## src/hdl/swizzle_4kb_tile_address_macros.svh

```systemverilog
// Assertion macros for the 4KB tile address generator.
`ifndef SWIZZLE_4KB_TILE_ADDRESS_MACROS_SVH
`define SWIZZLE_4KB_TILE_ADDRESS_MACROS_SVH

`ifndef SYNTH

`define SWZ4K_ASSERT_IMPLY(lbl, clk, rst_n, ante, cons) \
    lbl: assert property (@(posedge clk) disable iff (!(rst_n)) (ante) |-> (cons)) \
        else $error("swz4k assertion failed");

`define SWZ4K_ASSERT_NEXT(lbl, clk, rst_n, ante, cons) \
    lbl: assert property (@(posedge clk) disable iff (!(rst_n)) (ante) |=> (cons)) \
        else $error("swz4k assertion failed");

`else

`define SWZ4K_ASSERT_IMPLY(lbl, clk, rst_n, ante, cons)
`define SWZ4K_ASSERT_NEXT(lbl, clk, rst_n, ante, cons)

`endif

`endif

```

## src/hdl/swz4k_pkg.sv

```systemverilog
// Types, constants and in-tile bit order for the 4KB tile address generator.
package swz4k_pkg;

    localparam int unsigned MAX_DIM_DEF = 16384;
    // wide enough for any saturation limit up to 65536
    localparam int unsigned DIM_W       = 17;
    localparam int unsigned COORD_W     = 14;
    localparam int unsigned PROD_W      = COORD_W + DIM_W;
    localparam int unsigned TILE_W      = PROD_W + 1;
    localparam int unsigned TILED_W     = TILE_W + 12;
    localparam int unsigned LIMIT_W     = 34;
    localparam int unsigned CMP_W       = TILED_W + 1;
    localparam int unsigned CFG_IDX_W   = 3;
    localparam int unsigned CFG_DATA_W  = 34;

    localparam logic [CFG_IDX_W-1:0] REG_TILING_ON   = 3'd0;
    localparam logic [CFG_IDX_W-1:0] REG_ELEM_LOG2   = 3'd1;
    localparam logic [CFG_IDX_W-1:0] REG_WIDTH       = 3'd2;
    localparam logic [CFG_IDX_W-1:0] REG_PITCH       = 3'd3;
    localparam logic [CFG_IDX_W-1:0] REG_TILED_LIMIT = 3'd4;

    localparam logic [2:0] ELOG_MAX = 3'd4;

    typedef struct packed {
        logic [13:0] x;
        logic [13:0] y;
    } t_item;

    typedef struct packed {
        logic [32:0] tiled_offset;
        logic [31:0] linear_offset;
        logic        in_range;
    } t_result;

    // decoded config, user keeps stable while items are in flight; unchecked
    typedef struct packed {
        logic               tiling_on;
        logic [2:0]         elog;
        logic [DIM_W-1:0]   w_sat;
        logic [DIM_W-1:0]   tpr;
        logic [LIMIT_W-1:0] limit;
    } t_geom;

    typedef struct packed {
        logic [PROD_W-1:0]  prod_lin;
        logic [PROD_W-1:0]  prod_tile;
        logic [COORD_W-1:0] tx;
        logic [COORD_W-1:0] x;
        logic [11:0]        order;
    } t_mid;

    // byte offset within the tile, already scaled by the element size
    function automatic logic [11:0] swz4k_order(input logic [5:0] ix, input logic [5:0] iy,
                                                input logic [2:0] elog);
        logic [11:0] m;
        case (elog)
            3'd0: m = {ix[5], iy[5], ix[4], iy[4], iy[3:0], ix[3:0]};
            3'd1: m = {ix[5], ix[4], iy[4], ix[3], iy[3], ix[2], iy[2],
                       iy[1:0], ix[1:0], 1'b0};
            3'd2: m = {ix[4], iy[4], ix[3], iy[3], ix[2], iy[2], iy[1:0], ix[1:0], 2'b0};
            3'd3: m = {ix[4], ix[3], iy[3], ix[2], iy[2], iy[1:0], ix[1:0], 3'b0};
            default: m = {ix[3], iy[3], ix[2], iy[2], iy[1:0], ix[1:0], 4'b0};
        endcase
        return m;
    endfunction

endpackage

```

## src/hdl/swz4k_cfg.sv

```systemverilog
// Configuration registers and derived tile geometry.
module swz4k_cfg #(
    parameter int unsigned MAX_DIM = swz4k_pkg::MAX_DIM_DEF
) (
    input  logic                                i_clk,
    input  logic                                i_rst_n,
    input  logic                                i_wr,
    input  logic [swz4k_pkg::CFG_IDX_W-1:0]     i_idx,
    input  logic [swz4k_pkg::CFG_DATA_W-1:0]    i_data,
    output swz4k_pkg::t_geom                    o_geom
);
    import swz4k_pkg::*;

    localparam logic [DIM_W-1:0] MaxDim = DIM_W'(MAX_DIM);

    logic               r_tiling_on;
    logic [2:0]         r_elog;
    logic [14:0]        r_width;
    logic [14:0]        r_pitch;
    logic [LIMIT_W-1:0] r_limit;

    logic [DIM_W-1:0]   w_sat;
    logic [DIM_W-1:0]   p_sat;
    logic [DIM_W-1:0]   pw;
    logic [DIM_W:0]     pw_round;
    logic [2:0]         elog_c;

    always_ff @(posedge i_clk) begin
        if (!i_rst_n) begin
            r_tiling_on <= 1'b1;
            r_elog      <= 3'd2;
            r_width     <= 15'd1;
            r_pitch     <= 15'd0;
            r_limit     <= '0;
        end else if (i_wr) begin
            case (i_idx)
                REG_TILING_ON:   r_tiling_on <= i_data[0];
                REG_ELEM_LOG2:   r_elog      <= i_data[2:0];
                REG_WIDTH:       r_width     <= i_data[14:0];
                REG_PITCH:       r_pitch     <= i_data[14:0];
                REG_TILED_LIMIT: r_limit     <= i_data[LIMIT_W-1:0];
                default: ;
            endcase
        end
    end

    always_comb begin
        elog_c = (r_elog > ELOG_MAX) ? ELOG_MAX : r_elog;
        w_sat  = ({2'b0, r_width} > MaxDim) ? MaxDim : {2'b0, r_width};
        p_sat  = ({2'b0, r_pitch} > MaxDim) ? MaxDim : {2'b0, r_pitch};
        pw     = (p_sat != '0) ? p_sat : w_sat;
        // round the pitch up to whole tiles; tile width is 64, 32 or 16 elements
        case (elog_c)
            3'd0, 3'd1: pw_round = {1'b0, pw} + (DIM_W+1)'(63);
            3'd2, 3'd3: pw_round = {1'b0, pw} + (DIM_W+1)'(31);
            default:    pw_round = {1'b0, pw} + (DIM_W+1)'(15);
        endcase
        o_geom.tiling_on = r_tiling_on;
        o_geom.elog      = elog_c;
        o_geom.w_sat     = w_sat;
        o_geom.limit     = r_limit;
        case (elog_c)
            3'd0, 3'd1: o_geom.tpr = DIM_W'(pw_round >> 6);
            3'd2, 3'd3: o_geom.tpr = DIM_W'(pw_round >> 5);
            default:    o_geom.tpr = DIM_W'(pw_round >> 4);
        endcase
    end

endmodule

```

## src/hdl/swz4k_mul.sv

```systemverilog
// Input register and multiply stage: row products, tile coordinates, in-tile order.
module swz4k_mul (
    input  logic                i_clk,
    input  logic                i_rst_n,
    input  logic                i_valid,
    input  swz4k_pkg::t_item    i_item,
    input  swz4k_pkg::t_geom    i_geom,
    output logic                o_valid,
    output swz4k_pkg::t_mid     o_mid
);
    import swz4k_pkg::*;

    logic               r_in_valid;
    t_item              r_item;
    logic               r_mid_valid;
    t_mid               r_mid;
    t_mid               n_mid;
    logic [COORD_W-1:0] ty;

    always_ff @(posedge i_clk) begin
        if (!i_rst_n) begin
            r_in_valid  <= 1'b0;
            r_mid_valid <= 1'b0;
        end else begin
            r_in_valid  <= i_valid;
            r_mid_valid <= r_in_valid;
        end
    end

    always_ff @(posedge i_clk) begin
        if (i_valid) begin
            r_item <= i_item;
        end
        if (r_in_valid) begin
            r_mid <= n_mid;
        end
    end

    always_comb begin
        case (i_geom.elog)
            3'd0:    begin n_mid.tx = r_item.x >> 6; ty = r_item.y >> 6; end
            3'd1:    begin n_mid.tx = r_item.x >> 6; ty = r_item.y >> 5; end
            3'd2:    begin n_mid.tx = r_item.x >> 5; ty = r_item.y >> 5; end
            3'd3:    begin n_mid.tx = r_item.x >> 5; ty = r_item.y >> 4; end
            default: begin n_mid.tx = r_item.x >> 4; ty = r_item.y >> 4; end
        endcase
        n_mid.prod_lin  = PROD_W'(r_item.y) * PROD_W'(i_geom.w_sat);
        n_mid.prod_tile = PROD_W'(ty) * PROD_W'(i_geom.tpr);
        n_mid.x         = r_item.x;
        n_mid.order     = swz4k_order(r_item.x[5:0], r_item.y[5:0], i_geom.elog);
    end

    assign o_valid = r_mid_valid;
    assign o_mid   = r_mid;

endmodule

```

## src/hdl/swz4k_fin.sv

```systemverilog
// Final stage: offset sums, layout select, range compare, result register.
module swz4k_fin (
    input  logic                i_clk,
    input  logic                i_rst_n,
    input  logic                i_valid,
    input  swz4k_pkg::t_mid     i_mid,
    input  swz4k_pkg::t_geom    i_geom,
    output logic                o_done,
    output swz4k_pkg::t_result  o_result
);
    import swz4k_pkg::*;

    logic               r_done;
    t_result            r_result;
    t_result            n_result;
    logic [31:0]        lin_sum;
    logic [35:0]        lin_sh;
    logic [TILE_W-1:0]  tile;
    logic [TILED_W-1:0] tiled;
    logic [CMP_W-1:0]   tiled_end;

    always_ff @(posedge i_clk) begin
        if (!i_rst_n) begin
            r_done <= 1'b0;
        end else begin
            r_done <= i_valid;
        end
    end

    always_ff @(posedge i_clk) begin
        if (i_valid) begin
            r_result <= n_result;
        end
    end

    always_comb begin
        lin_sum = 32'(i_mid.prod_lin) + 32'(i_mid.x);
        lin_sh  = {4'b0, lin_sum} << i_geom.elog;
        tile    = TILE_W'(i_mid.prod_tile) + TILE_W'(i_mid.tx);
        if (i_geom.tiling_on) begin
            tiled = {tile, i_mid.order};
        end else begin
            tiled = TILED_W'(lin_sh[31:0]);
        end
        tiled_end = {1'b0, tiled} + (CMP_W'(1) << i_geom.elog);
        n_result.tiled_offset  = tiled[32:0];
        n_result.linear_offset = lin_sh[31:0];
        n_result.in_range      = (tiled_end <= CMP_W'(i_geom.limit));
    end

    assign o_done   = r_done;
    assign o_result = r_result;

endmodule

```

## src/hdl/swizzle_4kb_tile_address.sv

```systemverilog
// Top level of the 4KB standard-swizzle tile address generator.
//
//  channel   direction  handshake                       payload
//  item      in         i_start & !o_busy               i_item   (x, y)
//  result    out        o_done, one cycle, no stall     o_result (tiled, linear, in_range)
//  config    in         i_cfg_valid & o_cfg_ready       i_cfg_index, i_cfg_data
//
// One item is accepted every cycle while o_busy is low; its result strobes o_done
// once the transfer has passed the input register, the product register behind the
// two multipliers, and the result register behind the sums and limit compare.
// Synchronous reset restores register defaults; o_busy is high until r_ready sets.
// Results cannot be stalled, so o_busy never rises in operation.
`include "swizzle_4kb_tile_address_macros.svh"

module swizzle_4kb_tile_address #(
    parameter int unsigned MAX_DIM = swz4k_pkg::MAX_DIM_DEF
) (
    input  logic                                i_clk,
    input  logic                                i_rst_n,
    input  logic                                i_start,
    output logic                                o_busy,
    input  swz4k_pkg::t_item                    i_item,
    output logic                                o_done,
    output swz4k_pkg::t_result                  o_result,
    input  logic                                i_cfg_valid,
    output logic                                o_cfg_ready,
    input  logic [swz4k_pkg::CFG_IDX_W-1:0]     i_cfg_index,
    input  logic [swz4k_pkg::CFG_DATA_W-1:0]    i_cfg_data
);
    import swz4k_pkg::*;

    logic  r_ready;
    logic  accept;
    logic  mid_valid;
    t_mid  mid;
    t_geom geom;

    always_ff @(posedge i_clk) begin
        if (!i_rst_n) begin
            r_ready <= 1'b0;
        end else begin
            r_ready <= 1'b1;
        end
    end

    assign o_busy      = !r_ready;
    assign o_cfg_ready = r_ready;
    assign accept      = i_start && r_ready;

    swz4k_cfg #(
        .MAX_DIM (MAX_DIM)
    ) u_cfg (
        .i_clk   (i_clk),
        .i_rst_n (i_rst_n),
        .i_wr    (i_cfg_valid && r_ready),
        .i_idx   (i_cfg_index),
        .i_data  (i_cfg_data),
        .o_geom  (geom)
    );

    swz4k_mul u_mul (
        .i_clk   (i_clk),
        .i_rst_n (i_rst_n),
        .i_valid (accept),
        .i_item  (i_item),
        .i_geom  (geom),
        .o_valid (mid_valid),
        .o_mid   (mid)
    );

    swz4k_fin u_fin (
        .i_clk    (i_clk),
        .i_rst_n  (i_rst_n),
        .i_valid  (mid_valid),
        .i_mid    (mid),
        .i_geom   (geom),
        .o_done   (o_done),
        .o_result (o_result)
    );

    // every transfer yields exactly one result strobe, behind the pipeline registers
    `SWZ4K_ASSERT_NEXT(a_accept_to_done, i_clk, i_rst_n, accept, ##2 o_done)
    `SWZ4K_ASSERT_IMPLY(a_done_from_accept, i_clk, i_rst_n, o_done, $past(accept, 3))
    // linear layout: tiled offset mirrors the linear one
    `SWZ4K_ASSERT_IMPLY(a_linear_match, i_clk, i_rst_n, o_done && !geom.tiling_on, (o_result.tiled_offset[31:0] == o_result.linear_offset) && !o_result.tiled_offset[32])

endmodule

```

## config.mk

```make
export PLATFORM = sky130hd
export DESIGN_NAME = swizzle_4kb_tile_address
export DESIGN_NICKNAME = d
export VERILOG_FILES = /design/src/hdl/swz4k_pkg.sv /design/src/hdl/swz4k_cfg.sv /design/src/hdl/swz4k_mul.sv /design/src/hdl/swz4k_fin.sv /design/src/hdl/swizzle_4kb_tile_address.sv
export VERILOG_INCLUDE_DIRS = /design/src /design/src/hdl
export SDC_FILE = /design/constraint.sdc
export NUM_CORES = 1
export LEC_CHECK = 0
export BUFFER_PORTS_ARGS = -buffer_cell sky130_fd_sc_hd__buf_2
export CORE_UTILIZATION = 40
export CTS_CLUSTER_DIAMETER = 30
export DETAILED_ROUTE_END_ITERATION = 8
export HOLD_SLACK_MARGIN = 0.03
export PLACE_DENSITY_LB_ADDON = 0.1
export RECOVER_POWER = 25
export SYNTH_ARGS = -nofsm -noshare
export SYNTH_HDL_FRONTEND = slang
export SYNTH_SLANG_ARGS = --single-unit
```

## constraint.sdc

```tcl
create_clock -name i_clk -period 10 [get_ports i_clk]
set_input_delay 1 -clock i_clk [delete_from_list [all_inputs] [get_ports i_clk]]
set_output_delay 1 -clock i_clk [all_outputs]
set_load 0.005 [all_outputs]
```

==> impl_metrics.ini, run 1 <==
[outcome]
status = finished, violations left
violations = max-capacitance violations, max-slew violations

[sta]
setup_tns_ps = 0
hold_ws_ps = 465
fmax_mhz = 109
setup_viol = 0
finalCritPeriodShare_pct = 91.4
skew_ps = 52.7
rsz0062_at_grt = no
setup_slack_ps = 863
slew_violations = 187
tightest_slew_ps = 3060
min_period_ps = 9140
hold_viol_final = 0
relSlewSlack_pct = -104

[global_routing]
grt_pass1_vias = 21500
grt_usage_pct = 24.0
grt_antenna_before_repair = 1
grt_overflow = 0
grt_max_degree = 73
grt_first_pass_wirelength_um = 122000

[detailed_routing]
first_iter_violations = 1211
route.detailed.drc = 0
routed_wl_um = 77600
vias = 20600
wl_per_cell_um = 20.0
drtAntennaViolNets = 0
routed_via_density = 5.32
drt_pass1_iterations = 6

[clock_tree]
cts_tree = yes
clk_pin_slew_ps = 50
ctsResizeCount = 0
cts_setup_buffers = 0
htreeDepth = 3
cts_root_buffer = clkbuf_16
clock_sinks = 255
cts-buffers-inserted = 70
cts_hold_buf = 0
cts_max_path_buffers = 3
clock_latency_ps = 620

[place]
gp_congestion = 0.877
placedCellCount = 3745
placed_area_um2 = 27700
pre_cts_ws_ps = 911
post-dp-hpwl_um = 61200
portBuffers = 137

[floorplan]
num_rows = 93
die_x_um = 257
die_h_um = 257
io_pins = 138
coreArea_um2 = 64300
die_area_um2 = 66000
start_util_pct = 40.4

[critical_path]
cp_data_arrival_time_ps = 9460
crit_type = reg2reg
critPathLaunchType = flip-flop
cp.required_ps = 10320
critPathCaptureType = flip-flop
path_max_fanout = 12
cp_common_cell = fa_1
crit_path_top_delay_cell = nor2_1
crit_path_max_incr_delay_ps = 630

[yosys]
postSynthCellCount = 2815
ys_ff_latch = 255
synth_area_um2 = 26000
yosys_warnings = 0
synth_seq_area_share_pct = 26.7
synth_cell_types = 105
synth_edf_count = 183
syn_area_per_cell_um2 = 9.23
synthArstFlopShare_pct = 0
synth_ff_type = edfxtp_1

[layout]
post-route-util_pct = 46.8
final_cells = 3874
layout-drive-gt1-share_pct = 12.9
areaGrowthSynthToFinish_pct = 15.9
n_antenna_cell = 0
final_area_um2 = 30100
nNetsFinal = 3490

[min_path]
hp-class = reg2reg

[power]
p_leak_nw = 13.3
ir_worst_vdd_uv = 126
power.density_nw_per_um2 = 138
finalPower_mw = 4.15

[job]
drv_cap = 4
-- critical path, delay by kind of cell, from the launching register on --
kind	cells	cell delay [ps]
buf+inv	4	340
xor+xnor	1	80
flops	1	350
simple gates	8	2150
compound gates	12	2700
fa+ha+maj	7	3180
-- layout make-up --
type	count	area (µm²)
inverters	319	1200
flip-flops and latches	255	6940
repair buffers	189	1060
fillers	6223	34200
multi-input cells	2127	17400
well taps	855	1070
clock inverters	52	637
clock buffers	77	1800
-- per-layer routing --
layer | share of wire (%) | up-vias | track usage [%]
met3 | 4.5 | 147 | 3.43
met5 | 0 | - | 0
met2 | 47 | 537 | 40.4
met4 | 3.8 | 0 | 9.44
li1 | - | 9838 | -
met1 | 45 | 10100 | 30.9
-- state kept, by name (all words and copies together), names as in the netlist, 3 cells and up --
register,cells
u_cfg.r_elog,3
u_cfg.r_limit,34
u_cfg.r_pitch,15
u_cfg.r_width,15
u_fin.o_result,66
u_mul.n_mid,14
u_mul.o_mid,89
u_mul.r_item,14
-- cells in the mapped netlist (all sizes together), types with 28 or more instances --
| cell type | n | area, µm² |
|---|---|---|
| o21ai | 85 | 429 |
| a21oi | 105 | 541 |
| nand3 | 41 | 210 |
| inv | 317 | 1190 |
| nand4 | 33 | 213 |
| a21o | 28 | 210 |
| xnor2 | 90 | 788 |
| mux2i | 39 | 390 |
| ha | 224 | 2800 |
| edfxtp | 183 | 5500 |
| nor3 | 37 | 190 |
| dfxtp | 72 | 1440 |
| nor2b | 37 | 231 |
| fa | 235 | 4700 |
| nand2 | 406 | 1530 |
| nor2 | 193 | 729 |
| and2 | 120 | 751 |
| a21boi | 69 | 518 |
| clkbuf | 103 | 388 |
-- power by group --
| part | switching [mW] | internal (mW) | leakage [nW] |
|---|---|---|---|
| Combinational | 0.412 | 0.268 | 9.90 |
| Clock | 0.734 | 1.52 | 1.15 |
| Sequential | 0.0352 | 1.18 | 2.28 |
| Total | 1.18 | 2.97 | 13.3 |
-- path summary, 6_finish.rpt --
path | from | endpoint | slack (ps) | cells after the start
max | u_cfg.r_pitch[9] | u_mul.o_mid[61] | 860 | 32
min | u_cfg.r_width[9] | u_cfg.r_width[9] | 460 | 2
max reg2reg | u_cfg.r_pitch[9] | u_mul.o_mid[61] | 860 | 32
min reg2reg | u_cfg.r_width[9] | u_cfg.r_width[9] | 460 | 2
-- layout by cell type (no fill, tap or decap), drive strengths merged, types with 39 or more instances in the layout --
cell type | synthesis | final
nand2 | 406 | 406
inv | 317 | 320
clkbuf | 103 | 83
buf | 23 | 183
nor2 | 193 | 193
and2 | 120 | 120
nand3 | 41 | 41
a21oi | 105 | 105
mux2i | 39 | 39
edfxtp | 183 | 183
xnor2 | 90 | 90
a21boi | 69 | 69
ha | 224 | 224
o21ai | 85 | 85
dfxtp | 72 | 72
fa | 235 | 235
-- cells by family (layout without fill, tap and decap cells) --
family	after synthesis	after routing	share of synthesized area, %
AND/OR/NAND/NOR	991	991	18.2
AO/OA/AOI/OAI	494	494	13.5
adder cells (fa/ha/maj)	459	459	28.9
buffers and inverters	445	637	6.55
flip-flops	255	255	26.7
XOR/XNOR	116	116	3.91
multiplexers	53	53	2.17
other	2	14	0.0289
No activity file was read; power rests on OpenSTA's default activity.
==> run 2, diff against run 1 <==
Settings changed: MAX_ROUTING_LAYER from default to met4.
==> run 2 against run 1 <==
Register-to-register slack better by 90 ps. Largest power group unchanged. Critical endpoint unchanged. Hold slack got worse by 0.54 ps. Flip-flop and latch count did not move. Non-clock buffer count rose by 5. Cell count rose by 0.26%. Critical path depth is the same. Clock power increased by 4%. The run still ends with max-capacitance violations, max-slew violations left. Via count grew 0.68%. Worst setup slack better by 91 ps.
==> impl_metrics.ini, run 2 (synthesized netlist as in run 1, its figures left out) <==
[outcome]
status = finished, violations left
violations = max-capacitance violations, max-slew violations

[global_routing]
grt_overflow = 0
grt_first_pass_wirelength_um = 123000
grt_max_degree = 73
grt_pass1_vias = 21500
grt_antenna_before_repair = 2
grt_usage_pct = 24.9

[layout]
final_area_um2 = 30200
final_cells = 3884
areaGrowthSynthToFinish_pct = 16.3
largest_reg_flops = 89
most-common-layout-cells = nand2_1 (404), inv_1 (317), fa_1 (235)
nNetsFinal = 3497
post-route-util_pct = 47.0
layout-drive-gt1-share_pct = 13.0
n_antenna_cell = 0
mostFrequentLayoutCell = nand2_1
fillers = 6214

[place]
post-dp-hpwl_um = 61800
gp_congestion = 0.907
placedCellCount = 3750
pre_cts_ws_ps = 992
placed_area_um2 = 27700
portBuffers = 137

[clock_tree]
cts_root_buffer = clkbuf_16
clock_latency_ps = 610
clock_sinks = 255
cts_hold_buf = 0
cts-buffers-inserted = 72
clk_pin_slew_ps = 50
htreeDepth = 3
cts_max_path_buffers = 3
cts_setup_buffers = 0
cts_tree = yes
ctsResizeCount = 0

[floorplan]
coreArea_um2 = 64300
io_pins = 138
die_x_um = 257
die_h_um = 257
die_area_um2 = 66000
start_util_pct = 40.4
num_rows = 93

[sta]
fmax_mhz = 111
min_period_ps = 9050
hold_ws_ps = 464
setup_slack_ps = 954
finalCritPeriodShare_pct = 90.5
slew_violations = 170
rsz0062_at_grt = no
relSlewSlack_pct = -106
hold_viol_final = 0
tightest_slew_ps = 3090
setup_viol = 0
skew_ps = 37.8
setup_tns_ps = 0

[critical_path]
rr_worst_depth = 32
crit_path_max_incr_delay_ps = 670
cp_data_arrival_time_ps = 9390
crit_start = u_cfg.r_pitch[9]
critPathLaunchType = flip-flop
crit_path_end = u_mul.o_mid[61]
regToRegSetupSlack_ps = 950
worstReg2RegStart = u_cfg.r_pitch[9]
cp.required_ps = 10350
crit_type = reg2reg
crit_path_top_delay_cell = a21oi_1
r2r_end = u_mul.o_mid[61]
path_max_fanout = 12
critPathCaptureType = flip-flop
cp_common_cell = fa_1

[detailed_routing]
routed_via_density = 5.35
wl_per_cell_um = 20.2
drt_pass1_iterations = 6
vias = 20800
route.detailed.drc = 0
drtAntennaViolNets = 0
first_iter_violations = 1261
routed_wl_um = 78400

[power]
power.density_nw_per_um2 = 140
finalPower_mw = 4.24
ir_worst_vdd_uv = 130
p_leak_nw = 13.4

[min_path]
hp-class = reg2reg
worstHoldPathCells = 2

[job]
drv_cap = 3
-- run 2: how the worst min path moves through the flow --
stage | endpoint | start | slack, ps
after floorplan | u_cfg.r_width[10] | u_cfg.r_width[10] | 440
after global placement | u_cfg.r_width[5] | u_cfg.r_width[5] | 450
after detailed placement | u_cfg.r_width[4] | u_cfg.r_width[4] | 460
after CTS | u_cfg.r_limit[29] | u_cfg.r_limit[29] | 460
after global routing | u_cfg.r_limit[5] | u_cfg.r_limit[5] | 490
final | u_cfg.r_limit[9] | u_cfg.r_limit[9] | 460
-- run 2: final cells by class --
class,count,area [µm²],share of cell area [%]
multi-input combinational,2127,17400,57.6
clock inverter,43,548,1.81
sequential,255,6940,23.0
inverter,319,1200,3.96
clock buffer,91,1950,6.46
tap,855,1070,3.54
timing repair buffer,194,1110,3.66
-- run 2: where the power goes --
group	switching (mW)	internal, mW	total, mW	leakage, nW
clock	0.720	1.62	2.34	1.19
combinational	0.413	0.268	0.681	9.93
sequential	0.0338	1.18	1.22	2.28
-- run 2: critical path, delay by kind of cell, from the launching register on --
kind / cells / cell delay [ps]
fa+ha+maj: 7 / 3010
compound gates: 11 / 2790
simple gates: 8 / 2060
xor+xnor: 2 / 360
flops: 1 / 340
buf+inv: 4 / 190
-- run 2: per-layer routing --
metal	track usage, %	part of all wire, %
met1	31.2	45
met5	-	0
met4	10.4	4.0
met3	3.76	4.8
met2	40.3	47
